===== src/hdl/uhb_pkg.sv =====
`timescale 1ns / 1ps
`default_nettype none

package uhb_pkg;

    // one input item
    typedef struct packed {
        logic [7:0] data_byte;
        logic       final_item;
        logic       carries_no_byte;
    } t_in_item;

    // one result item
    typedef struct packed {
        logic [15:0] ip_total_length;
        logic [15:0] ip_header_checksum;
        logic [15:0] udp_length;
        logic [15:0] udp_csum;
        logic        payload_too_long;
    } t_out_item;

    // payload summary handed from the accumulator to the checksum stages
    typedef struct packed {
        logic [15:0] payload_sum;
        logic [16:0] byte_count;
    } t_fin;

    // configuration register indexes
    typedef enum logic [1:0] {
        CFG_SRC_ADDR = 2'd0,
        CFG_DST_ADDR = 2'd1,
        CFG_SRC_PORT = 2'd2,
        CFG_DST_PORT = 2'd3
    } t_cfg_idx;

    localparam logic [16:0] MAX_PAYLOAD    = 17'd65507;
    localparam logic [16:0] COUNT_LIMIT    = 17'd131071;
    localparam logic [15:0] UDP_HDR_LEN    = 16'd8;
    localparam logic [15:0] IP_HDR_LEN     = 16'd20;
    localparam logic [15:0] UDP_LEN_SAT    = 16'd65515;
    localparam logic [15:0] IP_LEN_SAT     = 16'hFFFF;
    localparam logic [15:0] VER_IHL_TOS    = 16'h4500;
    localparam logic [15:0] IP_ID_WORD     = 16'haabb;
    localparam logic [15:0] FLAGS_WORD     = 16'h0000;
    localparam logic [15:0] TTL_PROTO_WORD = 16'h4011;
    localparam logic [15:0] PROTO_WORD     = 16'h0011;

    // ones' complement add with end-around carry
    function automatic logic [15:0] oc_add(input logic [15:0] a, input logic [15:0] b);
        logic [16:0] s;
        s = {1'b0, a} + {1'b0, b};
        return s[15:0] + {15'd0, s[16]};
    endfunction

    // fold a 20-bit raw sum down to 16 bits
    function automatic logic [15:0] oc_fold(input logic [19:0] raw);
        logic [16:0] f;
        f = {1'b0, raw[15:0]} + {13'd0, raw[19:16]};
        return f[15:0] + {15'd0, f[16]};
    endfunction

endpackage

`default_nettype wire


===== src/hdl/udp_ipv4_header_builder.sv =====
`timescale 1ns / 1ps
`default_nettype none

// UDP/IPv4 header builder: payload bytes stream in one item per cycle while
// o_in_stall is low, and a running ones' complement sum and byte count are
// kept by a single end-around-carry add per item. The item marked final
// yields one result carrying the IPv4 total length, IPv4 header checksum, UDP
// length and UDP checksum; the summary register loads on the accepting edge,
// then the length stage register, then the checksum stage loads the output
// register and raises o_out_valid. Stall on the input side only rises while
// the output stage is held and all result stages are full. Addresses and
// ports are written through the configuration port; the user must write them
// only between payloads, as the block itself does not enforce it.
module udp_ipv4_header_builder (
    input  wire logic               i_clk,
    input  wire logic               i_rst_n,
    input  wire logic               i_in_valid,
    output logic                    o_in_stall,
    input  wire uhb_pkg::t_in_item  i_in_item,
    output logic                    o_out_valid,
    input  wire logic               i_out_stall,
    output uhb_pkg::t_out_item      o_out_item,
    input  wire logic               i_cfg_we,
    input  wire logic [1:0]         i_cfg_index,
    input  wire logic [31:0]        i_cfg_data
);
    import uhb_pkg::*;

    logic [31:0] r_src_addr;
    logic [31:0] r_dst_addr;
    logic [15:0] r_sport;
    logic [15:0] r_dst_port;

    logic        fin_valid;
    logic        fin_ready;
    t_fin        fin;

    // configuration registers
    always_ff @(posedge i_clk) begin
        if (!i_rst_n) begin
            r_src_addr <= '0;
            r_dst_addr <= '0;
            r_sport    <= '0;
            r_dst_port <= '0;
        end else if (i_cfg_we) begin
            case (t_cfg_idx'(i_cfg_index))
                CFG_SRC_ADDR: r_src_addr <= i_cfg_data;
                CFG_DST_ADDR: r_dst_addr <= i_cfg_data;
                CFG_SRC_PORT: r_sport    <= i_cfg_data[15:0];
                CFG_DST_PORT: r_dst_port <= i_cfg_data[15:0];
                default: ;
            endcase
        end
    end

    uhb_accum u_accum (
        .i_clk       (i_clk),
        .i_rst_n     (i_rst_n),
        .i_in_valid  (i_in_valid),
        .o_in_stall  (o_in_stall),
        .i_in_item   (i_in_item),
        .o_fin_valid (fin_valid),
        .i_fin_ready (fin_ready),
        .o_fin       (fin)
    );

    uhb_csum u_csum (
        .i_clk       (i_clk),
        .i_rst_n     (i_rst_n),
        .i_fin_valid (fin_valid),
        .o_fin_ready (fin_ready),
        .i_fin       (fin),
        .i_src_addr  (r_src_addr),
        .i_dst_addr  (r_dst_addr),
        .i_sport     (r_sport),
        .i_dst_port  (r_dst_port),
        .o_out_valid (o_out_valid),
        .i_out_stall (i_out_stall),
        .o_out_item  (o_out_item)
    );

    // lengths stay consistent when not saturated
    a_len_relation: assert property (@(posedge i_clk) disable iff (!i_rst_n)
        (o_out_valid && !o_out_item.payload_too_long) |->
            (o_out_item.ip_total_length == o_out_item.udp_length + IP_HDR_LEN))
        else $error("ip total length does not match udp length");

    // saturated lengths on an oversize payload
    a_len_saturate: assert property (@(posedge i_clk) disable iff (!i_rst_n)
        (o_out_valid && o_out_item.payload_too_long) |->
            (o_out_item.udp_length == UDP_LEN_SAT &&
             o_out_item.ip_total_length == IP_LEN_SAT))
        else $error("oversize payload lengths not saturated");

    // a pending summary is held while the checksum stages are full
    a_fin_hold: assert property (@(posedge i_clk) disable iff (!i_rst_n)
        (fin_valid && !fin_ready) |=> (fin_valid && $stable(fin)))
        else $error("payload summary lost while stalled");

endmodule

`default_nettype wire


===== src/hdl/uhb_accum.sv =====
`timescale 1ns / 1ps
`default_nettype none

module uhb_accum (
    input  wire logic             i_clk,
    input  wire logic             i_rst_n,
    input  wire logic             i_in_valid,
    output logic                  o_in_stall,
    input  wire uhb_pkg::t_in_item i_in_item,
    output logic                  o_fin_valid,
    input  wire logic             i_fin_ready,
    output uhb_pkg::t_fin         o_fin
);
    import uhb_pkg::*;

    logic [15:0] r_sum;
    logic [16:0] r_count;
    logic [7:0]  r_held;
    logic        r_odd;
    logic        r_fin_vld;
    t_fin        r_fin;

    logic        ready;
    logic        accept;
    logic        has_byte;
    logic [15:0] add_word;
    logic [15:0] n_sum_word;
    logic [16:0] n_count;

    assign ready      = !r_fin_vld || i_fin_ready;
    assign o_in_stall = !ready;
    assign accept     = i_in_valid && ready;
    assign has_byte   = !i_in_item.carries_no_byte;

    // word that this item completes, the new byte padded when it opens a word, or the padded held byte on an empty item
    always_comb begin
        if (has_byte) begin
            add_word = r_odd ? {r_held, i_in_item.data_byte} : {i_in_item.data_byte, 8'h00};
        end else begin
            add_word = r_odd ? {r_held, 8'h00} : 16'h0000;
        end
        n_sum_word = oc_add(r_sum, add_word);
        n_count    = (has_byte && (r_count != COUNT_LIMIT)) ? r_count + 17'd1 : r_count;
    end

    // running sum and byte count
    always_ff @(posedge i_clk) begin
        if (!i_rst_n) begin
            r_sum   <= '0;
            r_count <= '0;
            r_held  <= '0;
            r_odd   <= 1'b0;
        end else if (accept) begin
            if (i_in_item.final_item) begin
                r_sum   <= '0;
                r_count <= '0;
                r_held  <= '0;
                r_odd   <= 1'b0;
            end else if (has_byte) begin
                r_count <= n_count;
                if (r_odd) begin
                    r_sum  <= n_sum_word;
                    r_held <= '0;
                    r_odd  <= 1'b0;
                end else begin
                    r_held <= i_in_item.data_byte;
                    r_odd  <= 1'b1;
                end
            end
        end
    end

    // payload summary on the final item
    always_ff @(posedge i_clk) begin
        if (!i_rst_n) begin
            r_fin_vld <= 1'b0;
        end else if (ready) begin
            r_fin_vld <= accept && i_in_item.final_item;
        end
    end

    always_ff @(posedge i_clk) begin
        if (accept && i_in_item.final_item) begin
            r_fin.payload_sum <= n_sum_word;
            r_fin.byte_count  <= n_count;
        end
    end

    assign o_fin_valid = r_fin_vld;
    assign o_fin       = r_fin;

endmodule

`default_nettype wire


===== src/hdl/uhb_csum.sv =====
`timescale 1ns / 1ps
`default_nettype none

module uhb_csum (
    input  wire logic              i_clk,
    input  wire logic              i_rst_n,
    input  wire logic              i_fin_valid,
    output logic                   o_fin_ready,
    input  wire uhb_pkg::t_fin     i_fin,
    input  wire logic [31:0]       i_src_addr,
    input  wire logic [31:0]       i_dst_addr,
    input  wire logic [15:0]       i_sport,
    input  wire logic [15:0]       i_dst_port,
    output logic                   o_out_valid,
    input  wire logic              i_out_stall,
    output uhb_pkg::t_out_item     o_out_item
);
    import uhb_pkg::*;

    logic        r_b_vld;
    logic        r_b_too_long;
    logic [15:0] r_b_udp_len;
    logic [15:0] r_b_ip_len;
    logic [18:0] r_b_ip_part;
    logic [18:0] r_b_udp_part;
    logic        r_out_vld;
    t_out_item   r_out;

    logic        out_ready;
    logic        b_ready;
    logic        too_long;
    logic [15:0] udp_len;
    logic [18:0] addr_part;
    logic [19:0] ip_raw;
    logic [19:0] udp_raw;

    assign out_ready   = !r_out_vld || !i_out_stall;
    assign b_ready     = !r_b_vld || out_ready;
    assign o_fin_ready = b_ready;

    // lengths with saturation, address halves summed once for both checksums
    always_comb begin
        too_long  = i_fin.byte_count > MAX_PAYLOAD;
        udp_len   = too_long ? UDP_LEN_SAT : i_fin.byte_count[15:0] + UDP_HDR_LEN;
        addr_part = {3'd0, i_src_addr[31:16]} + {3'd0, i_src_addr[15:0]}
                  + {3'd0, i_dst_addr[31:16]} + {3'd0, i_dst_addr[15:0]};
    end

    always_ff @(posedge i_clk) begin
        if (!i_rst_n) begin
            r_b_vld <= 1'b0;
        end else if (b_ready) begin
            r_b_vld <= i_fin_valid;
        end
    end

    always_ff @(posedge i_clk) begin
        if (b_ready && i_fin_valid) begin
            r_b_too_long <= too_long;
            r_b_udp_len  <= udp_len;
            r_b_ip_len   <= too_long ? IP_LEN_SAT : udp_len + IP_HDR_LEN;
            r_b_ip_part  <= addr_part + {3'd0, VER_IHL_TOS} + {3'd0, IP_ID_WORD}
                          + {3'd0, FLAGS_WORD} + {3'd0, TTL_PROTO_WORD};
            r_b_udp_part <= addr_part + {3'd0, PROTO_WORD} + {3'd0, i_sport}
                          + {3'd0, i_dst_port} + {3'd0, i_fin.payload_sum};
        end
    end

    // add the lengths, fold and complement
    always_comb begin
        ip_raw  = {1'b0, r_b_ip_part} + {4'd0, r_b_ip_len};
        udp_raw = {1'b0, r_b_udp_part} + {3'd0, r_b_udp_len, 1'b0};
    end

    always_ff @(posedge i_clk) begin
        if (!i_rst_n) begin
            r_out_vld <= 1'b0;
        end else if (out_ready) begin
            r_out_vld <= r_b_vld;
        end
    end

    always_ff @(posedge i_clk) begin
        if (out_ready && r_b_vld) begin
            r_out.ip_total_length    <= r_b_ip_len;
            r_out.ip_header_checksum <= ~oc_fold(ip_raw);
            r_out.udp_length         <= r_b_udp_len;
            r_out.udp_csum           <= ~oc_fold(udp_raw);
            r_out.payload_too_long   <= r_b_too_long;
        end
    end

    assign o_out_valid = r_out_vld;
    assign o_out_item  = r_out;

endmodule

`default_nettype wire


===== config.mk =====
export PLATFORM = sky130hd
export DESIGN_NAME = udp_ipv4_header_builder
export DESIGN_NICKNAME = d
export VERILOG_FILES = /design/src/hdl/uhb_pkg.sv /design/src/hdl/udp_ipv4_header_builder.sv /design/src/hdl/uhb_accum.sv /design/src/hdl/uhb_csum.sv
export SDC_FILE = /design/constraint.sdc
export NUM_CORES = 1
export LEC_CHECK = 0
export CORE_UTILIZATION = 45
export CTS_CLUSTER_SIZE = 25
export DETAILED_ROUTE_END_ITERATION = 8
export DONT_BUFFER_PORTS = 1
export GPL_TIMING_DRIVEN = 0
export PLACE_DENSITY_LB_ADDON = 0.12
export SYNTH_ARGS = -nofsm -noshare
export SYNTH_HDL_FRONTEND = slang
export SYNTH_SLANG_ARGS = --single-unit

===== constraint.sdc =====
create_clock -name i_clk -period 19.2 [get_ports i_clk]
set_clock_uncertainty 0.1 [all_clocks]
set_input_delay 1.92 -clock i_clk [delete_from_list [all_inputs] [get_ports i_clk]]
set_output_delay 1.92 -clock i_clk [all_outputs]
set_load 0.02 [all_outputs]

Yosys cells after proc, flatten, opt, wreduce, memory -nomap -nowiden
Index checks and enable logic that the tools add are counted.

cells by class
  $add $sub $neg = 21
  multipliers = 0
  divide/modulo/power cells = 0
  order comparisons = 1
  equality and inequality tests = 5
  shift-type cells = 0
  muxes and demuxes = 16
  bitwise gates (word level) = 2
  reductions and logical operators = 22

operators by type and width
  operator                                               count
  two-way mux 16 bit                                     7
  adder 19 x 16 -> 19 bit                                5
  two-way mux 17 bit                                     3
  adder 16 x 1 -> 16 bit                                 3
  adder 19 x 15 -> 19 bit (second input constant)        2
  adder 16 x 16 -> 17 bit                                2
  adder 16 x 4 -> 17 bit                                 2
  inverter 16 bit                                        2
  two-way mux 8 bit                                      3
  adder 19 x 16 -> 20 bit                                1
  adder 19 x 17 -> 20 bit                                1
  adder 19 x 16 -> 19 bit (second input constant)        1
  adder 19 x 5 -> 19 bit (second input constant)         1
  adder 17 x 1 -> 17 bit (second input constant)         1
  > comparator 17 x 16 -> 1 bit (second input constant)  1
  inequality test 17 bit (second input constant)         1
  adder 16 x 4 -> 16 bit (second input constant)         1
  adder 16 x 5 -> 16 bit (second input constant)         1
  AND reduction 2 bit                                    5
  zero test 1 bit                                        6
  logical AND 1 bit                                      5
  equality test 2 bit (second input constant)            2
  logical OR 1 bit                                       3
  two-way mux 1 bit                                      3
  other kinds (5)                                        5

storage, ports and cells
  register bits = 310
  latch bits = 0
  RAM bits = 0
  ROM bits = 0
  input port bits = 49
  output and inout port bits = 67
  logic and storage cells = 90
  memories = 0

Depth between registers and ports, before layout
Gate-level depths: netlist (run 1).

  depth in word-level cells = 7
  depth in mapped cells = 29
  mapped depth without buffers = 28

Hierarchy
Synthesis (run 1) repeated with hierarchy kept, for this count alone.

unflattened totals
  cells, all modules = 1904
  area, all modules = 19423.6 µm²

modules (own cells, without submodules)
  module                   instances  cells each  area each (µm²)  seq. area each (µm²)
  uhb_csum                 1          1086        11442.2          4124.0
  uhb_accum                1          469         4390.5           1851.8
  udp_ipv4_header_builder  1          349         3590.9           1921.8

Worst setup path before layout (run 1)
OpenSTA, ideal clock, no wires.

  path type = input-to-reg
  start point = input port i_out_stall
  end point = register u_csum.r_out (netlist bit u_csum.o_out_item[0]) (enable)
  setup time = 0.587 ns
  arrival = 6.660 ns
  data required time = 18.513 ns
  setup slack = 11.853 ns
  stages = 1
  buffers on the path = 0
  cells stage by stage = a21boi_0

on the way
  word-level cells in the longest chain between the ends = 3

RTL lines
  item               RTL line                       text
  start, declared    udp_ipv4_header_builder.sv:21  input wire logic i_out_stall,
  zero test 1 bit    uhb_csum.sv:37                 assign out_ready = !r_out_vld || !i_out_stall;
  logical OR 1 bit   uhb_csum.sv:37
  logical AND 1 bit  uhb_csum.sv:84                 if (out_ready && r_b_vld) begin
  end, declared      uhb_csum.sv:27                 t_out_item r_out;

Every way passes these cells.
A chain may end at the register's enable or synchronous reset.

Final worst setup path (run 1)
  start point = register u_csum.r_b_ip_len[0]
  end point = register u_csum.r_out (netlist bit u_csum.o_out_item[48]), data pin

on the way
  word-level cells in the longest chain between the ends = 4

RTL lines
  item                     RTL line        text
  start, declared          uhb_csum.sv:23  logic [15:0] r_b_ip_len;
  start signal, assigned   uhb_csum.sv:61  r_b_ip_len <= too_long ? IP_LEN_SAT : udp_len + IP_HDR_LEN;
  adder 19 x 16 -> 20 bit  uhb_csum.sv:71  ip_raw = {1'b0, r_b_ip_part} + {4'd0, r_b_ip_len};
  adder 16 x 4 -> 17 bit   uhb_pkg.sv:58   f = {1'b0, raw[15:0]} + {13'd0, raw[19:16]};
  adder 16 x 1 -> 16 bit   uhb_pkg.sv:59   return f[15:0] + {15'd0, f[16]};
  inverter 16 bit          uhb_csum.sv:86  r_out.ip_header_checksum <= ~oc_fold(ip_raw);

Every way passes these cells.

==> metrics.txt, run 1 <==
outcome=finished clean; EDFF count, synth=169; power density over the cells=87.82 nW/µm²; WP data arrival=7560 ps; clk slew on worst S/H paths=60 ps; via count=13506; dpl cells=2460; slew at the pin with the worst max-slew slack=1053 ps; Clock Tree Root=clkbuf_16; final hold slack=326.3 ps; Final Hold Vio Count=0; syn nets=2158; sequential area share after synthesis=41.37%; area delta synth->final=10.82%; diode count=0; synth unique cells=89; Logic pwr share=20.3%; Initial Util=45.61%; ys async rst share=0%; post-layout worst setup margin=11830 ps; DRC viols=0; Skew-Pair Late Insertion Delay=560 ps; global-route usage over all layers=21.74%; Routability Congestion=0.9027; post-CTS sizing=0; Die ar.=43250 µm²; synthesized instance count=1916; slew margin rel.=27.96%; min-delay worst type=flop to flop; Sink Count=310; core area=41850 µm²; crit-path max cell delay=550 ps; utilization after layout=50.54%; Max-Cap Viols=0; clock buffer depth=3; dpl cell area=19900 µm²; top-area cell type share of the netlist area=26.59%; ranking of synthesized cells by area=edfxtp_1 27%, dfxtp_1 15%, ha_1 9.2%, nand2_1 5.5%, fa_1 5.5%; total CTS buffers=38; IO Pins=116; most instantiated library cell after synthesis=nand2_1; syn avg cell area=9.963 µm²; setup TNS=0 ps; Fmax=135.7 MHz; Primary FF master, synth=edfxtp_1; post-route cell area=21150 µm²; startpoint types=flop; Post-Layout Cell Count=2526; largest area contributor in the netlist=edfxtp_1; post-DR vias/cell=5.347; nets=2203; Iter 0 DRT Violations=686; CP Max Fanout=6; post-route ant nets=0; Internal=1.336 mW; H-tree levels=2; Critical-path top delay cell=or4b_4; max-slew violations=0; IO Port Bufs=0; Post-CTS Setup Repair Bufs=0; initial antenna violation count=0; Seq pwr share=40.7%; share of layout cells above drive strength 1=5.586%; final setup fails=0; Avg WL per Cell=18.28 µm; # rows=75; largest net degree at the start of global routing=39; switch share=28.09%; pre-CTS WS=11760 ps; critical setup path kind=flop to flop; register bit total from synthesis=310; first-pass GRT wire length=73470 µm; CTS Hold Bufs=0; Mapped Area=19090 µm²; final total power=1.858 mW; vias in the first global route=13247; RSZ-0062 raised after global routing=no; Period Utilization, post-route=38.38%; clock power share=39.0%; grt total ovfl=0; CTS tree=done; Crit path top cell by count=a21oi_1; Worst setup EP type=flop; P_leak=8.420 nW; Die X=208.0 µm; die span in y=208.0 µm; Synth Warn #=0; hpwl dp=36760 µm; 1st-pass router iterations=7; Commonest cells post-synth=279 x nand2_1, 169 x edfxtp_1, 141 x dfxtp_1, 141 x ha_1, 130 x inv_1; Net Switching=521.8 µW; Routed WL=46180 µm; Peak supply drop=0.06705 mV; crit path time final=7369 ps; CP required=19390 ps
-- final timing paths --
check	to	depth (start not counted)	from	slack (ps)
setup / recovery	u_csum.o_out_item[48]	27	u_csum.r_b_ip_len[0]	11830
hold / removal	u_csum.o_out_item[0]	0	u_csum.r_b_too_long	330
setup reg to reg	u_csum.o_out_item[48]	27	u_csum.r_b_ip_len[0]	11830
hold reg to reg	u_csum.o_out_item[0]	0	u_csum.r_b_too_long	330
-- power by group through the flow --
stage	sequential, mW	combinational [mW]	clock [mW]
floorplan	0.765	0.289	0
global route	0.758	0.424	0.772
finish	0.756	0.377	0.725
CTS	0.756	0.380	0.745
detailed placement	0.770	0.377	0
global placement	0.772	0.369	0
-- routing by layer --
metal,wire [µm],track usage (%)
met3,1777,3.864
met4,1139,6.207
met1,21600,28.93
met2,21660,36.22
met5,0,0
-- area by class of cell --
type,count,area [µm²]
Buffer,55,210.2
Clock buffer,49,1066
Clock inverter,17,190.2
Fill cell,3884,20700
Inverter,131,491.7
Multi-Input combinational cell,1420,10520
Sequential cell,310,7898
Tap cell,539,674.4
Timing Repair Buffer,5,107.6
-- state kept, by name (all words and copies together) (netlist names), 8 cells and up --
name / cells
u_csum.o_out_item: 65
u_accum.o_fin: 33
r_dst_addr: 32
r_src_addr: 32
u_csum.r_b_ip_part: 19
u_csum.r_b_udp_part: 19
u_accum.r_count: 17
r_dst_port: 16
r_sport: 16
u_accum.r_sum: 16
u_csum.r_b_ip_len: 16
u_csum.r_b_udp_len: 16
u_accum.r_held: 8
-- placed cells by master, fill, tap and decap left out, types with 15 or more instances in the layout --
master | Yosys | layout
a21boi_0 | 102 | 101
inv_1 | 130 | 130
dfxtp_1 | 141 | 141
a22o_1 | 23 | 23
a21o_1 | 44 | 44
nand2_1 | 279 | 279
clkbuf_1 | 50 | 57
edfxtp_1 | 169 | 169
o21ai_0 | 46 | 46
nor2b_1 | 32 | 31
clkbuf_16 | 0 | 41
nor3_1 | 43 | 43
a21oi_1 | 87 | 87
fa_1 | 52 | 52
and2_1 | 15 | 15
ha_1 | 141 | 141
xor2_1 | 78 | 78
a22oi_1 | 15 | 15
nand4_1 | 19 | 19
nor2_1 | 70 | 69
nand3_1 | 42 | 42
xnor2_1 | 116 | 116
and3_1 | 25 | 25
o21a_1 | 16 | 16
-- worst max-delay path: cells and delay by family, from the launching register on --
kind	cells	cell delay, ps
muxes	1	90
DFF	1	430
and+or+nand+nor	10	2690
AOI/OAI and AO/OA	10	2230
xor gates and xnor gates	1	160
adders and majority gates	5	1390
-- cells by family after synthesis --
logic type	after synthesis	synth area share, %
buffers and inverters	186	3.677
xor gates and xnor gates	194	8.901
DFF	310	41.37
and+or+nand+nor	605	15.36
muxes	7	0.3867
adders and majority gates	193	14.70
AOI/OAI and AO/OA	421	15.60
(Power assumes the default switching activity.)
==> run 2, diff against run 1 <==
- clock period: 19.2 -> 6.9 ns (I/O delays scaled with it)
==> run 2 against run 1 <==
Against the previous run:
- power increased to 2.8 times the previous value
- sequential share of layout area shrank 0.58 points
- non-clock buffer count rose by 13
- critical path type unchanged
- register-to-register slack lost 12000 ps
- combinational power rose to 2.9 times the previous value
- clock power grew to 2.8 times the previous value
- clock-buffer cell count stayed put
- final cell count increased by 0.51%
==> metrics.txt, run 2 (synthesized netlist as in run 1, its figures left out) <==
diode count=0; worst reg2reg path endpoint=u_csum.r_b_udp_part[17]; H-tree levels=2; P_leak=8.524 nW; Worst setup EP type=flop; CP Max Fanout=6; Peak supply drop=0.1866 mV; Routed WL=46540 µm; CTS Hold Bufs=0; critical path startpoint=r_src_addr[0]; Critical-path top delay cell=xnor2_1; dpl cells=2460; startpoint types=flop; # rows=75; vias in the first global route=13269; CTS tree=done; min-delay worst type=input port to flop; Clock Tree Root=clkbuf_16; Initial Util=45.61%; post-DR vias/cell=5.359; Largest register FFs=65; # fillers=3857; Die ar.=43250 µm²; IO Pins=116; clk slew on worst S/H paths=60 ps; clock buffer depth=3; grt total ovfl=0; Fmax=150.9 MHz; Iter 0 DRT Violations=644; critical setup path kind=flop to flop; Avg WL per Cell=18.33 µm; final setup fails=0; R2R Setup Slk=270 ps; IO Port Bufs=0; Die X=208.0 µm; initial antenna violation count=0; hold_sp=i_cfg_data[9]; power density over the cells=242.6 nW/µm²; first-pass GRT wire length=73570 µm; WP data arrival=6810 ps; total CTS buffers=38; Max-Cap Viols=0; core area=41850 µm²; Routability Congestion=0.9027; Final Hold Vio Count=0; via count=13607; nets=2216; crit path time final=6626 ps; hold path depth=2; Sink Count=310; slew at the pin with the worst max-slew slack=802.3 ps; CP required=7080 ps; top layer in use=met4; Min-Delay Endpoint=r_dst_port[9]; pre-CTS WS=-545.0 ps; Skew-Pair Late Insertion Delay=560 ps; post-layout worst setup margin=273.9 ps; met2 routed WL=22000 µm; most common cell after layout, fill and taps aside=nand2_1; DRC viols=0; post-route ant nets=0; share of layout cells above drive strength 1=7.950%; worst path cell trace=ha_1, fa_1, a21o_1, a21oi_1, xnor2_1, fa_1, inv_1, ha_1, o21ai_0, o21bai_1, a21oi_1, xnor2_1, fa_1, ha_1, ha_1, a21oi_1, o21bai_1, a211o_1, a2111oi_2, o31ai_1, a21oi_1, xnor2_1; largest net degree at the start of global routing=39; worst reg2reg startpoint=r_src_addr[0]; Met1 Routed Length=21570 µm; slew margin rel.=46.13%; WL met3=1783 µm; global-route usage over all layers=21.76%; crit-path max cell delay=640 ps; outcome=finished clean; 1st-pass router iterations=7; max-slew violations=0; hpwl dp=36760 µm; Post-Layout Cell Count=2539; Period Utilization, post-route=96.03%; area delta synth->final=12.57%; reg2reg path depth=22; most frequent cells in the layout=279 x nand2_1, 169 x edfxtp_1, 141 x dfxtp_1, 138 x ha_1, 130 x inv_1; utilization after layout=51.34%; die span in y=208.0 µm; CP delay by family, top=adder cells; Buf/Inv on CP=1
==> run 2: cell type report <==
class,count,area [µm²],area share [%]
Timing Repair Buffer,20,220.2,1.025
Clock buffer,49,1066,4.961
Buffer,53,202.7,0.9433
Clock inverter,17,190.2,0.8851
Inverter,131,491.7,2.288
Tap cell,539,674.4,3.139
Multi-Input combinational cell,1420,10740,50.00
Sequential cell,310,7898,36.76
==> run 2: metal layers <==
| metal | global-route usage [%] | up-vias |
|---|---|---|
| li1 | - | 6857 |
| met4 | 6.207 | 0 |
| met3 | 3.864 | 70 |
| met1 | 28.96 | 6465 |
| met5 | 0 | - |
| met2 | 36.25 | 215 |
==> run 2: power by group <==
group          total [mW]  leakage, nW  switching, mW  internal, mW
sequential           2.10         2.62         0.0510          2.05
clock                2.02        0.617          0.780          1.24
combinational        1.09         5.29          0.644         0.449
==> run 2: repair_timing <==
item / in CTS / in global routing
buffers inserted: 1 / 14
gates resized for setup: 12 / 34
setup endpoints to repair: 12 / 21
pin swaps: 3 / 12
==> run 2: worst max path at each step <==
stage	end	depth (start not counted)
after floorplan	u_csum.o_out_item[48]	27
after global placement	u_csum.o_out_item[32]	1
after detailed placement	u_csum.o_out_item[48]	27
after CTS	u_csum.o_out_item[16]	27
after global routing	u_csum.o_out_item[15]	27
final	u_csum.r_b_udp_part[17]	22
==> run 2: per-stage QoR <==
stage	area (µm²)	setup TNS, ps	power, mW	hold slack (ps)
floorplan	19090	0	2.933	300.3
global placement	19760	-78410	3.176	309.9
detailed placement	19900	-3012	3.192	313.2
CTS	21220	0	5.244	151.9
global route	21490	-78.92	5.482	159.3
finish	21490	0	5.213	175.5
==> run 3, diff against run 2 <==
--- a/config.mk
+++ b/config.mk
@@ -7,2 +7,3 @@
 export LEC_CHECK = 0
+export CORE_MARGIN = 2
 export CORE_UTILIZATION = 45
==> constraint.sdc (replaced) <==
create_clock -name i_clk -period 6.9 [get_ports i_clk]
set_clock_uncertainty 0.1 [all_clocks]
set_input_delay 1.38 -clock i_clk [delete_from_list [all_inputs] [get_ports i_clk]]
set_output_delay 1.38 -clock i_clk [all_outputs]
set_load 0.02 [all_outputs]
==> run 3 against run 2 <==
Against the previous run:
- die area grew 1.9%
- power grew 1.3%
- worst setup slack gained 58 ps
- register-to-register slack gained 60 ps
- final cell count shrank 0.32%
- sequential share of layout area grew 0.073 points
- critical endpoint is now u_csum.r_b_udp_part[18]
==> metrics.txt, run 3 (synthesized netlist as in run 1, its figures left out) <==
Min-Delay Endpoint=u_csum.o_out_item[0]; R2R Setup Slk=330 ps; clock buffer depth=3; final setup fails=0; area delta synth->final=12.34%; Sink Count=310; nets=2207; hpwl dp=36580 µm; die span in y=210.0 µm; Largest register FFs=65; startpoint types=flop; grt total ovfl=0; worst reg2reg path endpoint=u_csum.r_b_udp_part[18]; Clock Tree Root=clkbuf_16; 1st-pass router iterations=5; CTS Hold Bufs=0; core area=41950 µm²; most common cell after layout, fill and taps aside=nand2_1; initial antenna violation count=0; most frequent cells in the layout=279 x nand2_1, 169 x edfxtp_1, 141 x dfxtp_1, 139 x ha_1, 130 x inv_1; post-DR vias/cell=5.359; CP Max Fanout=7; setup TNS=0 ps; via count=13564; Routability Congestion=0.9064; clk slew on worst S/H paths=60 ps; power density over the cells=246.3 nW/µm²; Avg WL per Cell=18.32 µm; largest net degree at the start of global routing=39; Die X=210.0 µm; Peak supply drop=0.1470 mV; Die ar.=44080 µm²; Period Utilization, post-route=95.19%; share of layout cells above drive strength 1=7.631%; P_leak=8.523 nW; first-pass GRT wire length=73290 µm; Initial Util=45.51%; IO Pins=116; Skew-Pair Late Insertion Delay=570 ps; CP required=7090 ps; DRC viols=0; Buf/Inv on CP=2; vias in the first global route=13195; Max-Cap Viols=0; hold_sp=u_csum.r_b_too_long; IO Port Bufs=0; CTS tree=done; hold path depth=0; H-tree levels=2; min-delay worst type=flop to flop; worst reg2reg startpoint=r_src_addr[0]; diode count=0; Critical-path top delay cell=fa_1; outcome=finished clean; crit-path max cell delay=500 ps; post-route ant nets=0; CP delay by family, top=adder cells; Worst setup EP type=flop; slew margin rel.=35.63%; Iter 0 DRT Violations=722; Routed WL=46360 µm; Final Hold Vio Count=0; reg2reg path depth=28; WP data arrival=6760 ps; max-slew violations=0; total CTS buffers=37; critical setup path kind=flop to flop; global-route usage over all layers=21.29%; utilization after layout=51.12%; Fmax=152.2 MHz; slew at the pin with the worst max-slew slack=963.3 ps; # rows=75; crit path time final=6568 ps
==> run 3: cell types whose count changed in the layout (fill, tap and decap cells not counted), moves of 3 or more <==
| cell | change |
|---|---|
| buf_4 | -6 |
| bufinv_16 | +3 |
| clkinv_4 | -3 |
| xnor2_2 | +3 |
==> run 3: worst max path at each step <==
stage                     startpoint                       to  cells past startpoint
2_1_floorplan            i_out_stall     u_csum.o_out_item[0]                      1
3_3_place_gp             i_out_stall    u_csum.o_out_item[32]                      1
3_5_place_dp   u_csum.r_b_ip_part[0]    u_csum.o_out_item[48]                     27
4_1_cts                r_src_addr[0]  u_csum.r_b_udp_part[17]                     25
5_1_grt        u_csum.r_b_udp_len[0]    u_csum.o_out_item[15]                     28
6_report               r_src_addr[0]  u_csum.r_b_udp_part[18]                     28
==> run 3: power by group <==
| part | leakage, nW | total [mW] | internal, mW | switching [mW] |
|---|---|---|---|---|
| sequential | 2.62 | 2.10 | 2.05 | 0.0519 |
| clock | 0.635 | 2.09 | 1.31 | 0.782 |
| combinational | 5.27 | 1.08 | 0.443 | 0.639 |
==> run 3: repair_timing <==
item / CTS / global route
endpoints found under the setup margin: 11 / 22
gates resized for setup: 8 / 34
pin swaps: 0 / 7
setup buffers: 0 / 9
==> run 3: through the flow <==
| step | worst slack (ps) | std cells | total power, mW | instance area (µm²) | hold WS (ps) |
|---|---|---|---|---|---|
| floorplan | 92.95 | 1916 | 2.933 | 19090 | 300.3 |
| global placement | -1856 | 2455 | 3.175 | 19760 | 318.5 |
| detailed placement | -503.6 | 2459 | 3.185 | 19880 | 314.1 |
| CTS | -16.18 | 2525 | 5.313 | 21210 | 327.7 |
| global route | -46.89 | 2531 | 5.540 | 21440 | 353.8 |
| finish | 331.6 | 2531 | 5.282 | 21440 | 324.3 |
==> run 3: area by class of cell <==
| cell class | count | area [µm²] |
|---|---|---|
| fill | 3850 | 20500 |
| multi-input combinational | 1420 | 10730 |
| sequential | 310 | 7898 |
| clock buffer | 48 | 1030 |
| tap | 539 | 674.4 |
| inverter | 131 | 491.7 |
| clock inverter | 18 | 267.8 |
| buffer | 52 | 198.9 |
| timing repair buffer | 13 | 155.1 |
==> run 3: per-layer routing <==
layer,up-vias,wire length [µm],GRT usage (%)
met1,6417,21360,28.12
met4,0,1366,6.701
met2,234,21690,35.56
li1,6838,-,-
met3,75,1946,3.903
met5,-,0,0
